`src/bsrp_pkg.sv`:
```
// ---------------------------------------------------------------------------
// bsrp_pkg: shared types and constants for the B/S rule string parser
// Character codes, token classes, status codes, register indexes and the
// structs that pass between the front end, the token queue and the parser.
// ---------------------------------------------------------------------------
package bsrp_pkg;

    // token queue between front end and parser
    localparam int TOK_DEPTH = 4;
    localparam int TOK_PTR_W = $clog2(TOK_DEPTH);
    localparam int TOK_CNT_W = $clog2(TOK_DEPTH + 1);

    // character codes
    localparam logic [7:0] CH_B_UP = 8'h42;
    localparam logic [7:0] CH_B_LO = 8'h62;
    localparam logic [7:0] CH_S_UP = 8'h53;
    localparam logic [7:0] CH_S_LO = 8'h73;
    localparam logic [7:0] CH_SLASH = 8'h2F;
    localparam logic [7:0] CH_ZERO = 8'h30;
    localparam logic [7:0] CH_NINE = 8'h39;

    // token classes
    localparam int KIND_W = 3;
    localparam logic [KIND_W-1:0] KIND_BIRTH = 3'd0;
    localparam logic [KIND_W-1:0] KIND_SURV = 3'd1;
    localparam logic [KIND_W-1:0] KIND_SLASH = 3'd2;
    localparam logic [KIND_W-1:0] KIND_DIGIT = 3'd3;
    localparam logic [KIND_W-1:0] KIND_OTHER = 3'd4;

    // status codes
    localparam logic [2:0] ST_OK = 3'd0;
    localparam logic [2:0] ST_EMPTY = 3'd1;
    localparam logic [2:0] ST_NO_B = 3'd2;
    localparam logic [2:0] ST_BADCHAR = 3'd3;
    localparam logic [2:0] ST_NO_SURV = 3'd4;
    localparam logic [2:0] ST_NO_S = 3'd5;
    localparam logic [2:0] ST_BADGEN = 3'd6;

    // configuration register indexes
    localparam logic REG_MAX_GENS = 1'b0;
    localparam logic REG_DEF_GENS = 1'b1;

    localparam logic [7:0] MAX_GENS_RST = 8'd60;
    localparam logic [7:0] DEF_GENS_RST = 8'd2;

    typedef struct packed {
        logic              is_end;
        logic [KIND_W-1:0] kind;
        logic [3:0]        digit;
    } tok_t;

    typedef struct packed {
        logic [7:0] max_gens;
        logic [7:0] def_gens;
    } cfg_t;

    typedef struct packed {
        logic [2:0] status;
        logic [9:0] birth_mask;
        logic [9:0] survive_mask;
        logic [7:0] generations;
    } result_t;

endpackage

```
`src/bsrp_front.sv`:
```
// ---------------------------------------------------------------------------
// bsrp_front: input acceptance and character classification
// Turns each accepted item into a token (end marker or character class
// with digit value) and pushes it into the token queue.
// ---------------------------------------------------------------------------
module bsrp_front (
    input  logic                push,
    input  logic                action,
    input  logic [7:0]          char_code,
    input  logic                tok_full,
    output logic                tok_push,
    output bsrp_pkg::tok_t      tok
);

    logic [7:0] digit_off;

    assign tok_push = push && !tok_full;
    assign digit_off = char_code - bsrp_pkg::CH_ZERO;

    always_comb
    begin
        tok.is_end = action;
        tok.digit = digit_off[3:0];
        case (char_code) inside
            bsrp_pkg::CH_B_UP, bsrp_pkg::CH_B_LO:
                tok.kind = bsrp_pkg::KIND_BIRTH;
            bsrp_pkg::CH_S_UP, bsrp_pkg::CH_S_LO:
                tok.kind = bsrp_pkg::KIND_SURV;
            bsrp_pkg::CH_SLASH:
                tok.kind = bsrp_pkg::KIND_SLASH;
            [bsrp_pkg::CH_ZERO:bsrp_pkg::CH_NINE]:
                tok.kind = bsrp_pkg::KIND_DIGIT;
            default:
                tok.kind = bsrp_pkg::KIND_OTHER;
        endcase
    end

endmodule

```
`src/bsrp_tok_fifo.sv`:
```
// ---------------------------------------------------------------------------
// bsrp_tok_fifo: token queue between front end and parser
// Small circular buffer; the head entry is visible while tok_valid is high.
// ---------------------------------------------------------------------------
module bsrp_tok_fifo (
    input  logic           clk,
    input  logic           rst_n,
    input  logic           wr_en,
    input  bsrp_pkg::tok_t wr_tok,
    output logic           full,
    input  logic           rd_en,
    output logic           rd_valid,
    output bsrp_pkg::tok_t rd_tok
);

    bsrp_pkg::tok_t entry_reg [bsrp_pkg::TOK_DEPTH];

    logic [bsrp_pkg::TOK_PTR_W-1:0] wr_ptr_reg, wr_ptr_next;
    logic [bsrp_pkg::TOK_PTR_W-1:0] rd_ptr_reg, rd_ptr_next;
    logic [bsrp_pkg::TOK_CNT_W-1:0] count_reg, count_next;

    assign full = (count_reg == bsrp_pkg::TOK_CNT_W'(bsrp_pkg::TOK_DEPTH));
    assign rd_valid = (count_reg != '0);
    assign rd_tok = entry_reg[rd_ptr_reg];

    always_comb
    begin
        wr_ptr_next = wr_ptr_reg;
        rd_ptr_next = rd_ptr_reg;
        count_next = count_reg;
        if (wr_en)
        begin
            wr_ptr_next = wr_ptr_reg + 1'b1;
        end
        if (rd_en)
        begin
            rd_ptr_next = rd_ptr_reg + 1'b1;
        end
        if (wr_en && !rd_en)
        begin
            count_next = count_reg + 1'b1;
        end
        else if (!wr_en && rd_en)
        begin
            count_next = count_reg - 1'b1;
        end
    end

    always_ff @(posedge clk or negedge rst_n)
    begin
        if (!rst_n)
        begin
            wr_ptr_reg <= '0;
            rd_ptr_reg <= '0;
            count_reg <= '0;
        end
        else
        begin
            wr_ptr_reg <= wr_ptr_next;
            rd_ptr_reg <= rd_ptr_next;
            count_reg <= count_next;
        end
    end

    always_ff @(posedge clk)
    begin
        if (wr_en)
        begin
            entry_reg[wr_ptr_reg] <= wr_tok;
        end
    end

endmodule

```
`src/bsrp_back.sv`:
```
// ---------------------------------------------------------------------------
// bsrp_back: rule parser and result register
// Walks the token stream through the rule grammar, builds the masks and
// the generation count, and loads one result per end token.
// ---------------------------------------------------------------------------
module bsrp_back (
    input  logic              clk,
    input  logic              rst_n,
    input  bsrp_pkg::cfg_t    cfg,
    input  logic              tok_valid,
    input  bsrp_pkg::tok_t    tok,
    output logic              tok_pop,
    output logic              out_valid,
    output bsrp_pkg::result_t out_res,
    input  logic              out_pop
);

    localparam logic [2:0] PH_START = 3'd0;
    localparam logic [2:0] PH_BIRTH = 3'd1;
    localparam logic [2:0] PH_WANT_S = 3'd2;
    localparam logic [2:0] PH_SURVIVE = 3'd3;
    localparam logic [2:0] PH_GENS = 3'd4;
    localparam logic [2:0] PH_ERROR = 3'd5;

    logic [2:0] phase_reg, phase_next;
    logic [9:0] birth_reg, birth_next;
    logic [9:0] survive_reg, survive_next;
    logic [7:0] acc_reg, acc_next;
    logic [2:0] err_reg, err_next;
    logic       out_valid_reg, out_valid_next;
    bsrp_pkg::result_t out_reg, out_next;

    logic       out_free;
    logic [11:0] acc_x10;
    logic [7:0] acc_sat;
    logic [2:0] end_status;
    logic [7:0] end_gens;

    assign out_free = !out_valid_reg || out_pop;
    assign tok_pop = tok_valid && (!tok.is_end || out_free);
    assign out_valid = out_valid_reg;
    assign out_res = out_reg;

    // acc * 10 + digit, saturating at 255
    assign acc_x10 = ({4'd0, acc_reg} << 3) + ({4'd0, acc_reg} << 1) + {8'd0, tok.digit};
    assign acc_sat = (acc_x10 > 12'd255) ? 8'hFF : acc_x10[7:0];

    always_comb
    begin
        end_gens = '0;
        case (phase_reg)
            PH_START:   end_status = bsrp_pkg::ST_EMPTY;
            PH_BIRTH:   end_status = bsrp_pkg::ST_NO_SURV;
            PH_WANT_S:  end_status = bsrp_pkg::ST_NO_S;
            PH_SURVIVE:
            begin
                end_status = bsrp_pkg::ST_OK;
                end_gens = cfg.def_gens;
            end
            PH_GENS:
            begin
                if (acc_reg == 8'd0 || acc_reg > cfg.max_gens)
                begin
                    end_status = bsrp_pkg::ST_BADGEN;
                end
                else
                begin
                    end_status = bsrp_pkg::ST_OK;
                    end_gens = acc_reg;
                end
            end
            default:    end_status = err_reg;
        endcase
    end

    always_comb
    begin
        phase_next = phase_reg;
        birth_next = birth_reg;
        survive_next = survive_reg;
        acc_next = acc_reg;
        err_next = err_reg;
        out_next = out_reg;
        out_valid_next = out_valid_reg && !out_pop;

        if (tok_pop && tok.is_end)
        begin
            out_valid_next = 1'b1;
            out_next.status = end_status;
            if (end_status == bsrp_pkg::ST_OK)
            begin
                out_next.birth_mask = birth_reg;
                out_next.survive_mask = survive_reg;
                out_next.generations = end_gens;
            end
            else
            begin
                out_next.birth_mask = '0;
                out_next.survive_mask = '0;
                out_next.generations = '0;
            end
            phase_next = PH_START;
            birth_next = '0;
            survive_next = '0;
            acc_next = '0;
            err_next = bsrp_pkg::ST_OK;
        end
        else if (tok_pop)
        begin
            case (phase_reg)
                PH_START:
                begin
                    if (tok.kind == bsrp_pkg::KIND_BIRTH)
                    begin
                        phase_next = PH_BIRTH;
                    end
                    else
                    begin
                        phase_next = PH_ERROR;
                        err_next = bsrp_pkg::ST_NO_B;
                    end
                end
                PH_BIRTH, PH_SURVIVE:
                begin
                    if (tok.kind == bsrp_pkg::KIND_SLASH)
                    begin
                        phase_next = (phase_reg == PH_BIRTH) ? PH_WANT_S : PH_GENS;
                    end
                    else if (tok.kind == bsrp_pkg::KIND_DIGIT)
                    begin
                        if (phase_reg == PH_BIRTH)
                        begin
                            birth_next = birth_reg | (10'd1 << tok.digit);
                        end
                        else
                        begin
                            survive_next = survive_reg | (10'd1 << tok.digit);
                        end
                    end
                    else
                    begin
                        phase_next = PH_ERROR;
                        err_next = bsrp_pkg::ST_BADCHAR;
                    end
                end
                PH_WANT_S:
                begin
                    if (tok.kind == bsrp_pkg::KIND_SURV)
                    begin
                        phase_next = PH_SURVIVE;
                    end
                    else
                    begin
                        phase_next = PH_ERROR;
                        err_next = bsrp_pkg::ST_NO_S;
                    end
                end
                PH_GENS:
                begin
                    if (tok.kind == bsrp_pkg::KIND_DIGIT)
                    begin
                        acc_next = acc_sat;
                    end
                    else
                    begin
                        phase_next = PH_ERROR;
                        err_next = bsrp_pkg::ST_BADCHAR;
                    end
                end
                default:
                begin
                    // error latched: characters dropped until the end token
                end
            endcase
        end
    end

    always_ff @(posedge clk or negedge rst_n)
    begin
        if (!rst_n)
        begin
            phase_reg <= PH_START;
            birth_reg <= '0;
            survive_reg <= '0;
            acc_reg <= '0;
            err_reg <= bsrp_pkg::ST_OK;
            out_valid_reg <= 1'b0;
        end
        else
        begin
            phase_reg <= phase_next;
            birth_reg <= birth_next;
            survive_reg <= survive_next;
            acc_reg <= acc_next;
            err_reg <= err_next;
            out_valid_reg <= out_valid_next;
        end
    end

    always_ff @(posedge clk)
    begin
        out_reg <= out_next;
    end

endmodule

```
`src/birth_survive_rule_parser_core.sv`:
```
// ---------------------------------------------------------------------------
// birth_survive_rule_parser_core: B<digits>/S<digits>[/<gens>] rule parser
// Takes one rule character per item; an end item yields status, masks and
// the generation count.
// ---------------------------------------------------------------------------
// One item is accepted per clock while full is low. Items are classified
// on entry and pass through a four-entry token queue to the parser, which
// retires one token per cycle unless stalled and registers a result as it
// takes an end token. The parser holds an end token only while the result
// register still holds an untaken result, so full rises only after the
// queue fills behind such a stall. Configuration writes are always taken
// (cfg_ready is tied high) and should be made while no rule is in flight.
module birth_survive_rule_parser_core (
    input  logic       clk,
    input  logic       rst_n,
    input  logic       push,
    output logic       full,
    input  logic       action,
    input  logic [7:0] char_code,
    output logic       empty,
    input  logic       pop,
    output logic [2:0] status,
    output logic [9:0] birth_mask,
    output logic [9:0] survive_mask,
    output logic [7:0] generations,
    input  logic       cfg_valid,
    output logic       cfg_ready,
    input  logic       cfg_index,
    input  logic [7:0] cfg_data
);

    bsrp_pkg::cfg_t    cfg_reg;
    bsrp_pkg::tok_t    in_tok;
    bsrp_pkg::tok_t    head_tok;
    bsrp_pkg::result_t res;
    logic              tok_push;
    logic              tok_full;
    logic              tok_valid;
    logic              tok_pop;
    logic              out_valid;

    assign cfg_ready = 1'b1;
    assign full = tok_full;
    assign empty = !out_valid;
    assign status = res.status;
    assign birth_mask = res.birth_mask;
    assign survive_mask = res.survive_mask;
    assign generations = res.generations;

    always_ff @(posedge clk or negedge rst_n)
    begin
        if (!rst_n)
        begin
            cfg_reg.max_gens <= bsrp_pkg::MAX_GENS_RST;
            cfg_reg.def_gens <= bsrp_pkg::DEF_GENS_RST;
        end
        else if (cfg_valid && cfg_ready)
        begin
            case (cfg_index)
                bsrp_pkg::REG_MAX_GENS: cfg_reg.max_gens <= cfg_data;
                bsrp_pkg::REG_DEF_GENS: cfg_reg.def_gens <= cfg_data;
                default:                cfg_reg <= cfg_reg;
            endcase
        end
    end

    bsrp_front u_front (
        .push      (push),
        .action    (action),
        .char_code (char_code),
        .tok_full  (tok_full),
        .tok_push  (tok_push),
        .tok       (in_tok)
    );

    bsrp_tok_fifo u_tok_fifo (
        .clk      (clk),
        .rst_n    (rst_n),
        .wr_en    (tok_push),
        .wr_tok   (in_tok),
        .full     (tok_full),
        .rd_en    (tok_pop),
        .rd_valid (tok_valid),
        .rd_tok   (head_tok)
    );

    bsrp_back u_back (
        .clk       (clk),
        .rst_n     (rst_n),
        .cfg       (cfg_reg),
        .tok_valid (tok_valid),
        .tok       (head_tok),
        .tok_pop   (tok_pop),
        .out_valid (out_valid),
        .out_res   (res),
        .out_pop   (pop)
    );

endmodule

```
`config.mk`:
```
export PLATFORM = sky130hd
export DESIGN_NAME = birth_survive_rule_parser_core
export DESIGN_NICKNAME = d
export VERILOG_FILES = /design/src/bsrp_pkg.sv /design/src/bsrp_front.sv /design/src/bsrp_tok_fifo.sv /design/src/bsrp_back.sv /design/src/birth_survive_rule_parser_core.sv
export SDC_FILE = /design/constraint.sdc
export NUM_CORES = 1
export LEC_CHECK = 0
export BUFFER_PORTS_ARGS = -buffer_cell sky130_fd_sc_hd__buf_2
export CORE_ASPECT_RATIO = 0.5
export CORE_MARGIN = 1.5
export CORE_UTILIZATION = 25
export CTS_CLUSTER_SIZE = 40
export DETAILED_ROUTE_END_ITERATION = 7
export GPL_TIMING_DRIVEN = 1
export PLACE_DENSITY = 0.41
export SYNTH_ARGS = -nofsm -noshare
export SYNTH_HDL_FRONTEND = slang
export SYNTH_SLANG_ARGS = --single-unit
```
`constraint.sdc`:
```
create_clock -name clk -period 3.9 [get_ports clk]
set_input_delay 0.39 -clock clk [delete_from_list [all_inputs] [get_ports clk]]
set_output_delay 0.39 -clock clk [all_outputs]
set_load 0.02 [all_outputs]
```
Word level (Yosys, flattened, before mapping)
Memory sizes are Yosys's and may differ from the RTL's.
Index checks and enable logic that the tools add are counted.
{ "word_totals": {"n_memories": 1, "regBits": 89, "rom_bits": 0, "latch_bits": 0, "ram_bits": 32, "elab_cells": 132, "out_inout_bits": 34, "input_bits": 23} }
{ "mem_list": {"columns": ["name", "words", "word_bits", "read_ports", "rd_ports_with_merged_regs", "write_ports", "line", "text"], "rows": [
  ["u_tok_fifo.entry_reg", 4, 8, 1, 0, 1, "bsrp_tok_fifo.sv:16", "bsrp_pkg::tok_t entry_reg [bsrp_pkg::TOK_DEPTH];"]
]} }
{ "op_classes": {"n_bitwise": 3, "reduce_logical": 38, "n_div": 0, "muxes": 45, "n_eq_ne": 18, "mul": 0, "n_lt_le_gt_ge": 4, "addsub": 7, "n_shift": 1} }
{ "op_table": {"columns": ["operator", "n"], "rows": [
  ["two-way mux 10 bit", 12],
  ["two-way mux 3 bit", 20],
  ["two-way mux 8 bit", 6],
  ["equality test 8 x 7 -> 1 bit (second input constant)", 4],
  ["one-hot mux 3 bit (4 select lines)", 2],
  ["OR 10 bit", 2],
  ["one-hot mux 8 bit (2 select lines)", 1],
  ["one-hot mux 3 bit (5 select lines)", 1],
  ["AND reduction 5 bit", 3],
  ["adder 11 x 9 -> 12 bit", 1],
  ["adder 12 x 4 -> 12 bit", 1],
  ["equality test 3 x 2 -> 1 bit (second input constant)", 4],
  ["greater-than comparator 12 x 8 -> 1 bit (second input constant)", 1],
  ["nonzero test 2 bit", 6],
  ["left shift 1 x 4 -> 10 bit (first input constant)", 1],
  ["logical NOT 3 bit", 3],
  ["!= test 3 x 2 -> 1 bit (second input constant)", 3],
  ["equality test 8 x 6 -> 1 bit (second input constant)", 1],
  [">= comparator 8 x 6 -> 1 bit (second input constant)", 1],
  ["greater-than comparator 8 bit", 1],
  ["less-or-equal comparator 8 x 6 -> 1 bit (second input constant)", 1],
  ["logical NOT 8 bit", 1],
  ["logical AND 1 bit", 7],
  ["equality test 3 x 1 -> 1 bit (second input constant)", 2],
  ["other kinds (15)", 31]
]} }

Longest topological paths before layout
Gate-level depths: netlist (run 1).
An unclocked memory read counts as a cell.
{ "logic_depth": {"word_depth": 9, "mapped_depth": 11, "depth_no_buf": 10} }

Modules after synthesis
From an unflattened synthesis (run 1), not the netlist that was laid out.
{ "hier_totals": {"cells_unflattened": 486, "hier_area_um2": 6012.0} }
{ "modules_own_cells": {"columns": ["mod", "cells_per_inst", "seq_area_each_um2", "instances", "area_per_inst_um2"], "rows": [
  ["bsrp_back", 354, 1806.7, 1, 3694.8],
  ["bsrp_tok_fifo", 76, 1136.1, 1, 1549.0],
  ["birth_survive_rule_parser_core", 38, 406.6, 1, 635.6],
  ["bsrp_front", 18, 0.0, 1, 132.6]
]} }

Worst setup path after synthesis (run 1)
No wires, ideal clock.
{ "synth_path": {"kind": "register -> register", "start": "register u_tok_fifo.rd_ptr_reg[0] (netlist name)", "end": "register u_back.acc_reg[0]", "setup_slack_ns": 0.178, "path_stages_with_launch": 11, "synth_period_minus_slack_ns": 3.722, "setup_time_ns": 0.126, "required_ns": 3.774, "t_arrival_ns": 3.596, "n_path_buf": 1, "path_cell_list": "dfrtp_1 -> buf_6 -> mux4_2 -> fa_1 -> fa_1 -> a211oi_1 -> o21ai_0 -> and3_1 -> o221a_2 -> o41a_2 -> a221o_1"} }
{ "synth_via": {"elab_chain_cells": 8, "elab_cells_between_ends": 17, "classes_between": "1 x add/sub; 1 x order compare; 1 x eq/ne; 5 x mux; 8 x reduce/logical; 1 x memory"} }
{ "synth_rtl": {"columns": ["item", "line", "text"], "rows": [
  ["from (decl)", "bsrp_tok_fifo.sv:19", "logic [bsrp_pkg::TOK_PTR_W-1:0] rd_ptr_reg, rd_ptr_next;"],
  ["from (signal assigned)", "bsrp_tok_fifo.sv:60", "rd_ptr_reg <= rd_ptr_next;"],
  ["memory (4 x 8 bit) (*)", null, null],
  ["adder 12 x 4 -> 12 bit", "bsrp_back.sv:45", "assign acc_x10 = ({4'd0, acc_reg} << 3) + ({4'd0, acc_reg} << 1) + {8'd0, tok.digit};"],
  ["greater-than comparator 12 x 8 -> 1 bit", "bsrp_back.sv:46", "assign acc_sat = (acc_x10 > 12'd255) ? 8'hFF : acc_x10[7:0];"],
  ["two-way mux 8 bit", "bsrp_back.sv:46", null],
  ["two-way mux 8 bit", "bsrp_back.sv:160", "if (tok.kind == bsrp_pkg::KIND_DIGIT)"],
  ["two-way mux 8 bit", "bsrp_back.sv:110", "case (phase_reg)"],
  ["two-way mux 8 bit", "bsrp_back.sv:108", "else if (tok_pop)"],
  ["two-way mux 8 bit", "bsrp_back.sv:86", "if (tok_pop && tok.is_end)"],
  ["to (signal assigned)", "bsrp_back.sv:194", "acc_reg <= acc_next;"],
  ["to (decl)", "bsrp_back.sv:28", "logic [7:0] acc_reg, acc_next;"]
]} }
Mark *: on every way between the ends. The rest lies on a longest branch, timed or not. The select of a mux whose other input is x is not followed.
A chain may end at the register's enable or synchronous reset.

Worst setup path after layout (run 1)
{ "layout_path": {"start": "register u_tok_fifo.rd_ptr_reg[0] (netlist name)", "end": "register u_back.acc_reg[2]"} }
Same word-level chain as after synthesis.

==> impl_metrics.toml, run 1 <==
[run_status]
status = "finished clean"

[cts]
clk_latency_ns = 0.42
root_buffer = "clkbuf_16"
cts_made_buffers = 17
cts_buffer_depth = 2
cts_tree = "yes"
cts_sinks = 121
ctsResizeCount = 0
clk_pin_slew_ns = 0.06
cts_setup_buffers = 0
hold_buffers = 0
cts_max_level = 4

[setup_path]
cp.arrival_ns = 4.02
end_kind = "register"
worstPathRequired_ns = 4.20
r2r_start = "u_tok_fifo.rd_ptr_reg[0]$_DFFE_PN0P_"
cp-endpoint = "u_back.acc_reg[2]$_DFFE_PN0P_"
regToRegEndpoint = "u_back.acc_reg[2]$_DFFE_PN0P_"
cp-startpoint = "u_tok_fifo.rd_ptr_reg[0]$_DFFE_PN0P_"
critPathKind = "reg -> reg"
ff2ff_path_depth = 9
start_kind = "register"
r2r_slack_ns = 0.18
cp_max_fo = 8

[die]
start_util_pct = 25.41
num_rows = 39
io_pins = 57
dieArea_um2 = 24140
die_h_um = 110.6
coreArea_um2 = 22790
die_w_um = 218.2

[route]
via_per_inst = 4.502
drt_iter0_drc = 212
wl_met1_mm = 7.017
met2_length_mm = 5.727
drtPass1Iterations = 5
drc = 0
antenna_left = 0
routed_wl_mm = 13.36
dr_wl_met3_um = 465
detail_route.wl_per_cell_um = 15.72
route.top_layer_used = "met4"
vias = 3827

[timing]
slew_violations = 0
fin_crit_sh_pct = 95.26
hold_viol = 0
max_freq_mhz = 269.2
grt_setup_unrepaired = "false"
slew_headroom_pct = 36.36
worst_pin_slew_ns = 0.9527
setup_tns_ns = 0
finalSetupViolCount = 0
period_needed_ns = 3.715
fin_worst_skew_ns = 0.01091
hold_ws_ns = 0.006207

[logic_synthesis]
synth.distinct_cells = 60
ys_ff_latch = 121
ys.flop_type = "edfxtp_1"
synth_area_leaders = "edfxtp_1, dfrtp_1, ha_1"
yosys.area.top_type = "edfxtp_1"
synth_edf_count = 63
synth_area_um2 = 5791
synthArstFlopShare_pct = 47.93
synth.avg_cell_area_um2 = 12.45
ys_seq_area_share_pct = 57.84
yosys.area.top_type_share_pct = 32.67
yosysWarningCount = 0
synth_nets = 519
synthesis.instances = 465

[final_layout]
drive_gt1_share_pct = 24.49
area_delta_synth_final_pct = 22.08
nFillCells = 2337
final_common_cell = "edfxtp_1"
final_cell_mix = "edfxtp_1, buf_2, nand2_1, dfrtp_1, o21ai_0"
layout.nets = 584
largest_reg_flops = 32
diodes = 0

[placed_design]
dpl.hpwl_mm = 9.286
io_buffer_count = 55
gp_congestion = 0.7411

[grt]
grt_pass1_wl_mm = 21.68
grt_pass1_vias = 3836
gr-usage-all-layers_pct = 11.84
grt_max_degree = 37
grt-ovfl-total = 0
antenna_found_initial = 0

[power_and_ir_drop]
internal_power_mw = 3.412
ir_drop_uv = 339.7
powerDensity_nw_per_um2 = 761.8
power_frac_seq_pct = 35.5
p_sw_share_pct = 36.65
power_switching_mw = 1.974
leakage_nw = 2.951
combPwrFrac_pct = 33.4
clkPwrFrac_pct = 31.1

[job]
max-cap-violations = 0

[worst_hold_path]
min_path_type = "in -> async"
-- kinds of logic (layout without fill, tap and decap cells) --
kind of cell    Yosys count  after routing  share of synthesized area [%]
mux                      19             19                          5.251
compound gates          120            120                          13.94
fa+ha+maj                31             31                          7.087
buf+inv                  38            116                          2.809
simple gates            119            119                          10.59
other cells               1              1                        0.06476
flops                   121            121                          57.84
xor+xnor                 16             16                          2.420
-- per-layer routing --
layer | GRT usage, % | vias up
met1 | 17.10 | 1895
met4 | 3.540 | 0
li1 | - | 1861
met3 | 3.609 | 16
met5 | 0 | -
met2 | 16.85 | 55
-- area by class of cell --
cell class                      instances  area, um^2  share of cell area (%)
Sequential cell                       121        3351                   47.40
Multi-Input combinational cell        306        2281                   32.27
Clock buffer                           17       425.4                   6.018
Tap cell                              307       384.1                   5.434
Timing Repair Buffer                   66       357.8                   5.062
Clock inverter                         15       200.2                   2.832
Inverter                               18       70.07                  0.9912
-- cell usage after synthesis (2+ instances only) --
| library cell | count |
|---|---|
| a211oi_1 | 4 |
| a21o_1 | 4 |
| a21oi_1 | 33 |
| a221o_1 | 8 |
| a22o_1 | 10 |
| a32o_1 | 3 |
| and2_1 | 5 |
| and3_1 | 3 |
| buf_4 | 2 |
| clkbuf_1 | 14 |
| dfrtp_1 | 53 |
| dfstp_2 | 5 |
| edfxtp_1 | 63 |
| fa_1 | 3 |
| ha_1 | 28 |
| inv_1 | 17 |
| mux2_2 | 11 |
| mux4_2 | 8 |
| nand2_1 | 52 |
| nand2b_1 | 5 |
| nand3_1 | 7 |
| nand4_1 | 4 |
| nor2_1 | 13 |
| nor2b_1 | 9 |
| nor3_1 | 5 |
| nor3b_1 | 2 |
| nor4_1 | 3 |
| o211a_1 | 2 |
| o211ai_1 | 2 |
| o21a_1 | 2 |
| o21ai_0 | 38 |
| o31ai_1 | 2 |
| or3_1 | 4 |
| xnor2_1 | 11 |
| xor2_1 | 5 |
-- critical path, cell delays in order, from the launching register on --
cell      delay (ns)
dfrtp_2         0.43
mux4_2          0.56
fa_1            0.51
fa_2            0.43
a211oi_1        0.23
o21ai_0         0.15
and3_1          0.21
o221a_2         0.24
o41a_2          0.54
a221o_1         0.28
-- worst min-delay path by stage --
stage                                              startpoint  slack, ns                                  end  cells after the start
after floorplan                                         rst_n       0.09               cfg_reg[0]$_DFFE_PN0P_                      0
after global placement    u_tok_fifo.count_reg[2]$_DFFE_PN0P_       0.47  u_tok_fifo.count_reg[2]$_DFFE_PN0P_                      1
after detailed placement  u_tok_fifo.count_reg[2]$_DFFE_PN0P_       0.47  u_tok_fifo.count_reg[2]$_DFFE_PN0P_                      1
after CTS                                               rst_n       0.03    u_back.survive_reg[3]$_DFFE_PN0P_                      1
after global routing                                    rst_n       0.05    u_back.survive_reg[6]$_DFFE_PN0P_                      1
final                                                   rst_n      0.006    u_back.survive_reg[7]$_DFFE_PN0P_                      1
-- power by group through the flow --
stage | clock network [mW] | registers (mW) | logic (mW)
after floorplan | 0 | 2.04 | 1.13
after global placement | 0 | 1.94 | 1.85
after detailed placement | 0 | 1.94 | 1.83
after CTS | 1.71 | 1.92 | 1.84
after global routing | 1.77 | 1.95 | 2.00
final | 1.68 | 1.91 | 1.80
-- per-stage QoR --
| step | area [um^2] | total power, mW | instances | util (%) | worst slack [ns] |
|---|---|---|---|---|---|
| 3_3_place_gp | 6440 | 3.784 | 818 | 28.26 | 0.09286 |
| 2_1_floorplan | 5791 | 3.172 | 465 | - | 0.1784 |
| 4_1_cts | 7066 | 5.469 | 850 | 31.01 | 0.03436 |
| 5_1_grt | 7069 | 5.721 | 850 | 31.02 | 0.01494 |
| 3_5_place_dp | 6440 | 3.772 | 818 | 28.26 | 0.04388 |
| 6_report | 7069 | 5.385 | 850 | 31.02 | 0.1847 |
Power figures use the tool's default switching activity.
==> run 2, diff against run 1 <==
--- a/config.mk
+++ b/config.mk
@@ -9,6 +9,7 @@
 export CORE_ASPECT_RATIO = 0.5
 export CORE_MARGIN = 1.5
 export CORE_UTILIZATION = 25
+export CTS_BUF_LIST = sky130_fd_sc_hd__clkbuf_8
 export CTS_CLUSTER_SIZE = 40
 export DETAILED_ROUTE_END_ITERATION = 7
 export GPL_TIMING_DRIVEN = 1
==> impl_metrics.toml, run 2 (synthesized netlist as in run 1, its figures left out) <==
[timing]
worst_pin_slew_ns = 0.9700
max_freq_mhz = 269.4
fin_crit_sh_pct = 95.18
fin_worst_skew_ns = 0.01631
finalSetupViolCount = 0
grt_setup_unrepaired = "false"
setup_tns_ns = 0
slew_headroom_pct = 35.20
slew_violations = 0
period_needed_ns = 3.712
hold_viol = 0

[final_layout]
layout.nets = 585
largest_reg_flops = 32
area_delta_synth_final_pct = 18.95
final_util_pct = 30.23
final_cell_mix = "edfxtp_1, buf_2, nand2_1, dfrtp_1, o21ai_0"
postLayoutCellArea_um2 = 6888
nFillCells = 2356
diodes = 0
drive_gt1_share_pct = 24.45
final_common_cell = "edfxtp_1"

[route]
vias = 3793
via_per_inst = 4.457
detail_route.wl_per_cell_um = 15.72
routed_wl_mm = 13.38
drt_iter0_drc = 190
drc = 0
drtPass1Iterations = 4
antenna_left = 0

[cts]
cts_max_level = 4
cts_sinks = 121
clk_pin_slew_ns = 0.08
cts_tree = "yes"
cts_buffer_depth = 2
root_buffer = "clkbuf_8"
clk_latency_ns = 0.45
cts_setup_buffers = 0
cts_made_buffers = 17

[grt]
gr-usage-all-layers_pct = 11.82
antenna_found_initial = 0
grt_pass1_wl_mm = 21.57
grt-ovfl-total = 0
grt_max_degree = 37
grt_pass1_vias = 3813

[setup_path]
end_kind = "register"
crit_slowest_cell = "mux4_2"
cp_max_fo = 8
worstPathRequired_ns = 4.23
crit_chain = "mux4_2 -> fa_1 -> fa_2 -> a211oi_1 -> o21ai_0 -> and3_1 -> o221a_2 -> o41a_2 -> a221o_1"
start_kind = "register"
critPathKind = "reg -> reg"
max_stage_delay_ns = 0.56
cp.arrival_ns = 4.04

[die]
die_w_um = 218.2
die_h_um = 110.6
num_rows = 39
io_pins = 57
dieArea_um2 = 24140
start_util_pct = 25.41
coreArea_um2 = 22790

[power_and_ir_drop]
powerDensity_nw_per_um2 = 718.7
power_frac_seq_pct = 38.5
ir_drop_uv = 338.3
clkPwrFrac_pct = 25.1
internal_power_mw = 3.037
p_sw_share_pct = 38.65
leakage_nw = 2.868
combPwrFrac_pct = 36.3
power_switching_mw = 1.913

[job]
max-cap-violations = 0

[placed_design]
io_buffer_count = 55
dpl_cell_area_um2 = 6440
dpl.hpwl_mm = 9.286
gp_congestion = 0.7411

[run_status]
status = "finished clean"

[worst_hold_path]
min_path_type = "in -> reg"
## run 2: cell count changes in the layout (fill, tap and decap cells not counted), sizes merged
cell and delta:
dlygate4sd3 +1
## run 2: worst paths after layout
check                                                      from                                  end  slack, ns  depth (start not counted)
setup reg to reg           u_tok_fifo.rd_ptr_reg[0]$_DFFE_PN0P_        u_back.acc_reg[2]$_DFFE_PN0P_       0.19                          9
max in group asynchronous                                 rst_n              cfg_reg[12]$_DFFE_PN1P_       2.49                          3
min in group asynchronous                                 rst_n    u_back.survive_reg[7]$_DFFE_PN0P_       0.52                          2
hold reg to reg             u_tok_fifo.count_reg[2]$_DFFE_PN0P_  u_tok_fifo.count_reg[2]$_DFFE_PN0P_       0.48                          1
setup / recovery           u_tok_fifo.rd_ptr_reg[0]$_DFFE_PN0P_        u_back.acc_reg[2]$_DFFE_PN0P_       0.19                          9
hold / removal                                      cfg_data[6]              cfg_reg[14]$_DFFE_PN0P_       0.16                          3
## run 2: routing by layer
metal	wire length (um)	track usage [%]
met3	431	3.691
met1	7069	17.04
met2	5726	16.70
met5	0	0
met4	152	3.678
## run 2: area by class of cell
type                            instances  area (um^2)  share of cell area [%]
Clock inverter                         15        200.2                   2.906
Clock buffer                           17        234.0                   3.397
Multi-Input combinational cell        306         2281                   33.12
Tap cell                              307        384.1                   5.577
Sequential cell                       121         3351                   48.65
Timing Repair Buffer                   67        367.9                   5.341
Inverter                               18        70.07                   1.017
## run 2: metrics by stage
stage / std cells / setup WS, ns / total power, mW / hold WS, ns
final: 851 / 0.1881 / 4.950 / 0.1606
after global routing: 851 / 0.01151 / 5.286 / 0.1213
after CTS: 851 / 0.02778 / 5.037 / 0.1232
after detailed placement: 818 / 0.04388 / 3.772 / 0.4716
after global placement: 818 / 0.09286 / 3.784 / 0.4689
after floorplan: 465 / 0.1784 / 3.172 / 0.09441
## run 2: what timing repair did
action / CTS / global route
resized for setup: 0 / 2
hold buffers: 1 / 0
endpoints found under the hold margin: 28 / 0
endpoints found under the setup margin: 0 / 8
## run 2: worst max-delay path, delay by kind of cell (launching register included)
kind	cells	cell delay, ns
compound gates	5	1.44
fa+ha+maj	2	0.94
mux	1	0.56
flops	1	0.43
simple gates	1	0.21
## run 2: power by group through the flow
stage / clock network, mW / logic [mW] / registers, mW
3_5_place_dp: 0 / 1.83 / 1.94
6_report: 1.24 / 1.80 / 1.91
3_3_place_gp: 0 / 1.85 / 1.94
5_1_grt: 1.34 / 2.00 / 1.95
2_1_floorplan: 0 / 1.13 / 2.04
4_1_cts: 1.28 / 1.84 / 1.92
==> run 3, diff against run 2 <==
--- a/config.mk
+++ b/config.mk
@@ -16,4 +16,5 @@
 export PLACE_DENSITY = 0.41
 export SYNTH_ARGS = -nofsm -noshare
 export SYNTH_HDL_FRONTEND = slang
+export SYNTH_HIERARCHICAL = 1
 export SYNTH_SLANG_ARGS = --single-unit
==> impl_metrics.toml, run 3 <==
[run_status]
status = "finished clean"

[logic_synthesis]
yosys.area.top_type_share_pct = 31.47
synth_area_um2 = 6012
synth_area_leaders = "edfxtp_1, dfrtp_1, ha_1"
ys_ff_latch = 121
yosysMostFrequentCell = "edfxtp_1"
synth_common_cells = "edfxtp_1, dfrtp_1, nor2_1"
yosysWarningCount = 6
ys.flop_type = "edfxtp_1"
synthesis.instances = 486
synth.distinct_cells = 62
synth_nets = 540
synth_edf_count = 63
ys_seq_area_share_pct = 55.71
yosys.area.top_type = "edfxtp_1"
synthArstFlopShare_pct = 47.93
synth.avg_cell_area_um2 = 12.37

[route]
drtPass1Iterations = 4
detail_route.wl_per_cell_um = 16.95
via_per_inst = 4.708
antenna_left = 0
vias = 4058
drc = 0
routed_wl_mm = 14.61
drt_iter0_drc = 241

[cts]
ctsResizeCount = 0
cts_made_buffers = 17
cts_setup_buffers = 0
hold_buffers = 0
cts_max_level = 4
root_buffer = "clkbuf_8"
cts_buffer_depth = 2
clk_latency_ns = 0.45
cts_sinks = 121
clk_pin_slew_ns = 0.09
cts_tree = "yes"

[die]
start_util_pct = 25.88
dieArea_um2 = 25040
coreArea_um2 = 23230
num_rows = 39
die_w_um = 222.3
io_pins = 57
die_h_um = 112.7

[grt]
grt_pass1_wl_mm = 23.81
antenna_found_initial = 0
grt-ovfl-total = 0
gr-usage-all-layers_pct = 12.43
grt_max_degree = 35
grt_pass1_vias = 4214

[placed_design]
gp_congestion = 0.7701
dpl.hpwl_mm = 10.04
dp_cells = 830
io_buffer_count = 55
dpl_cell_area_um2 = 6636

[setup_path]
cp_max_fo = 8
worstPathRequired_ns = 4.21
critPathKind = "reg -> reg"
start_kind = "register"
end_kind = "register"
cp.arrival_ns = 3.99

[timing]
hold_ws_ns = 0.02873
slew_violations = 0
hold_viol = 0
period_needed_ns = 3.681
fin_worst_skew_ns = 0.01885
grt_setup_unrepaired = "false"
worst_pin_slew_ns = 0.8539
max_freq_mhz = 271.6
setup_tns_ns = 0
fin_crit_sh_pct = 94.40
finalSetupViolCount = 0
slew_headroom_pct = 42.76

[job]
max-cap-violations = 0

[worst_hold_path]
min_path_type = "in -> async"

[final_layout]
nFillCells = 2366
finalNonFillerCells = 862
layout.nets = 596
diodes = 0
drive_gt1_share_pct = 25.23
final_util_pct = 30.08
postLayoutCellArea_um2 = 6987
final_common_cell = "edfxtp_1"
final_cell_mix = "edfxtp_1, buf_2, dfrtp_1"
area_delta_synth_final_pct = 16.21
largest_reg_flops = 32

[power_and_ir_drop]
powerDensity_nw_per_um2 = 683.1
leakage_nw = 2.965
ir_drop_uv = 203.9
==> run 3: changes by cell type in the layout (fill, tap and decap cells not counted), moves of 5 or more <==
cell,previous run,this run
a22oi_1,0,8
nand2_1,52,16
and3_1,3,21
xnor2_1,11,6
a32o_1,3,8
o21ai_0,37,10
a221o_1,8,0
a22o_1,10,21
nor2_1,13,36
a31oi_1,1,7
o21ai_1,2,12
inv_6,1,6
mux2_2,11,17
a21oi_1,33,26
==> run 3: critical path, cell delays in order (launching register included) <==
cell      delay [ns]
dfrtp_1         0.47
mux4_2          0.62
fa_1            0.55
fa_1            0.52
a211oi_2        0.31
or3_1           0.16
o21ai_1         0.08
mux2_4          0.33
a211oi_4        0.38
o21ai_1         0.11
==> run 3: final timing paths <==
kind                       cells past startpoint                                 start  slack [ns]                                    to
setup reg to reg                               9  u_tok_fifo/rd_ptr_reg[0]$_DFFE_PN0P_        0.22         u_back/acc_reg[0]$_DFFE_PN0P_
setup / recovery                               9  u_tok_fifo/rd_ptr_reg[0]$_DFFE_PN0P_        0.22         u_back/acc_reg[0]$_DFFE_PN0P_
hold / removal                                 1                                 rst_n        0.03  u_tok_fifo/wr_ptr_reg[0]$_DFFE_PN0P_
hold reg to reg                                1   u_tok_fifo/count_reg[2]$_DFFE_PN0P_        0.49   u_tok_fifo/count_reg[2]$_DFFE_PN0P_
max in group asynchronous                      2                                 rst_n        2.92                cfg_reg[1]$_DFFE_PN1P_
min in group clk                               1                                action        0.19  u_tok_fifo/entry_reg[2][7]$_DFFE_PP_
==> run 3: cells by family after synthesis <==
group,after synthesis,share of synthesized area (%)
other,1,0.06238
multiplexers,28,6.764
XOR/XNOR,12,1.748
adder cells (fa/ha/maj),31,6.826
AND/OR/NAND/NOR,132,11.84
AO/OA/AOI/OAI,116,13.59
buffers and inverters,45,3.455
flip-flops,121,55.71
==> run 3: cell type report <==
| type | count | area [um^2] | area share [%] |
|---|---|---|---|
| Sequential cell | 121 | 3349 | 47.94 |
| Multi-Input combinational cell | 320 | 2464 | 35.26 |
| Tap cell | 307 | 384.1 | 5.498 |
| Timing Repair Buffer | 65 | 375.4 | 5.372 |
| Clock buffer | 17 | 234.0 | 3.349 |
| Clock inverter | 15 | 116.4 | 1.665 |
| Inverter | 17 | 63.81 | 0.9133 |
==> run 3: per-layer routing <==
| layer | vias to the layer above | wire, um | track usage [%] |
|---|---|---|---|
| met3 | 13 | 502 | 3.168 |
| met2 | 76 | 6487 | 18.98 |
| met4 | 0 | 172 | 4.018 |
| met5 | - | 0 | 0 |
| li1 | 1938 | - | - |
| met1 | 2031 | 7450 | 17.22 |
==> run 3: where the power goes <==
| group | internal (mW) | leakage, nW | switching [mW] |
|---|---|---|---|
| Combinational | 0.630 | 1.43 | 1.20 |
| Sequential | 1.75 | 1.35 | 0.167 |
| Clock | 0.451 | 0.181 | 0.571 |
| Total | 2.83 | 2.96 | 1.94 |
==> run 3: stage by stage <==
step,setup WS (ns),power (mW)
after floorplan,0.5097,3.136
after global placement,0.3081,3.794
after detailed placement,0.2669,3.807
after CTS,0.2291,4.851
after global routing,0.06707,5.098
final,0.2185,4.772
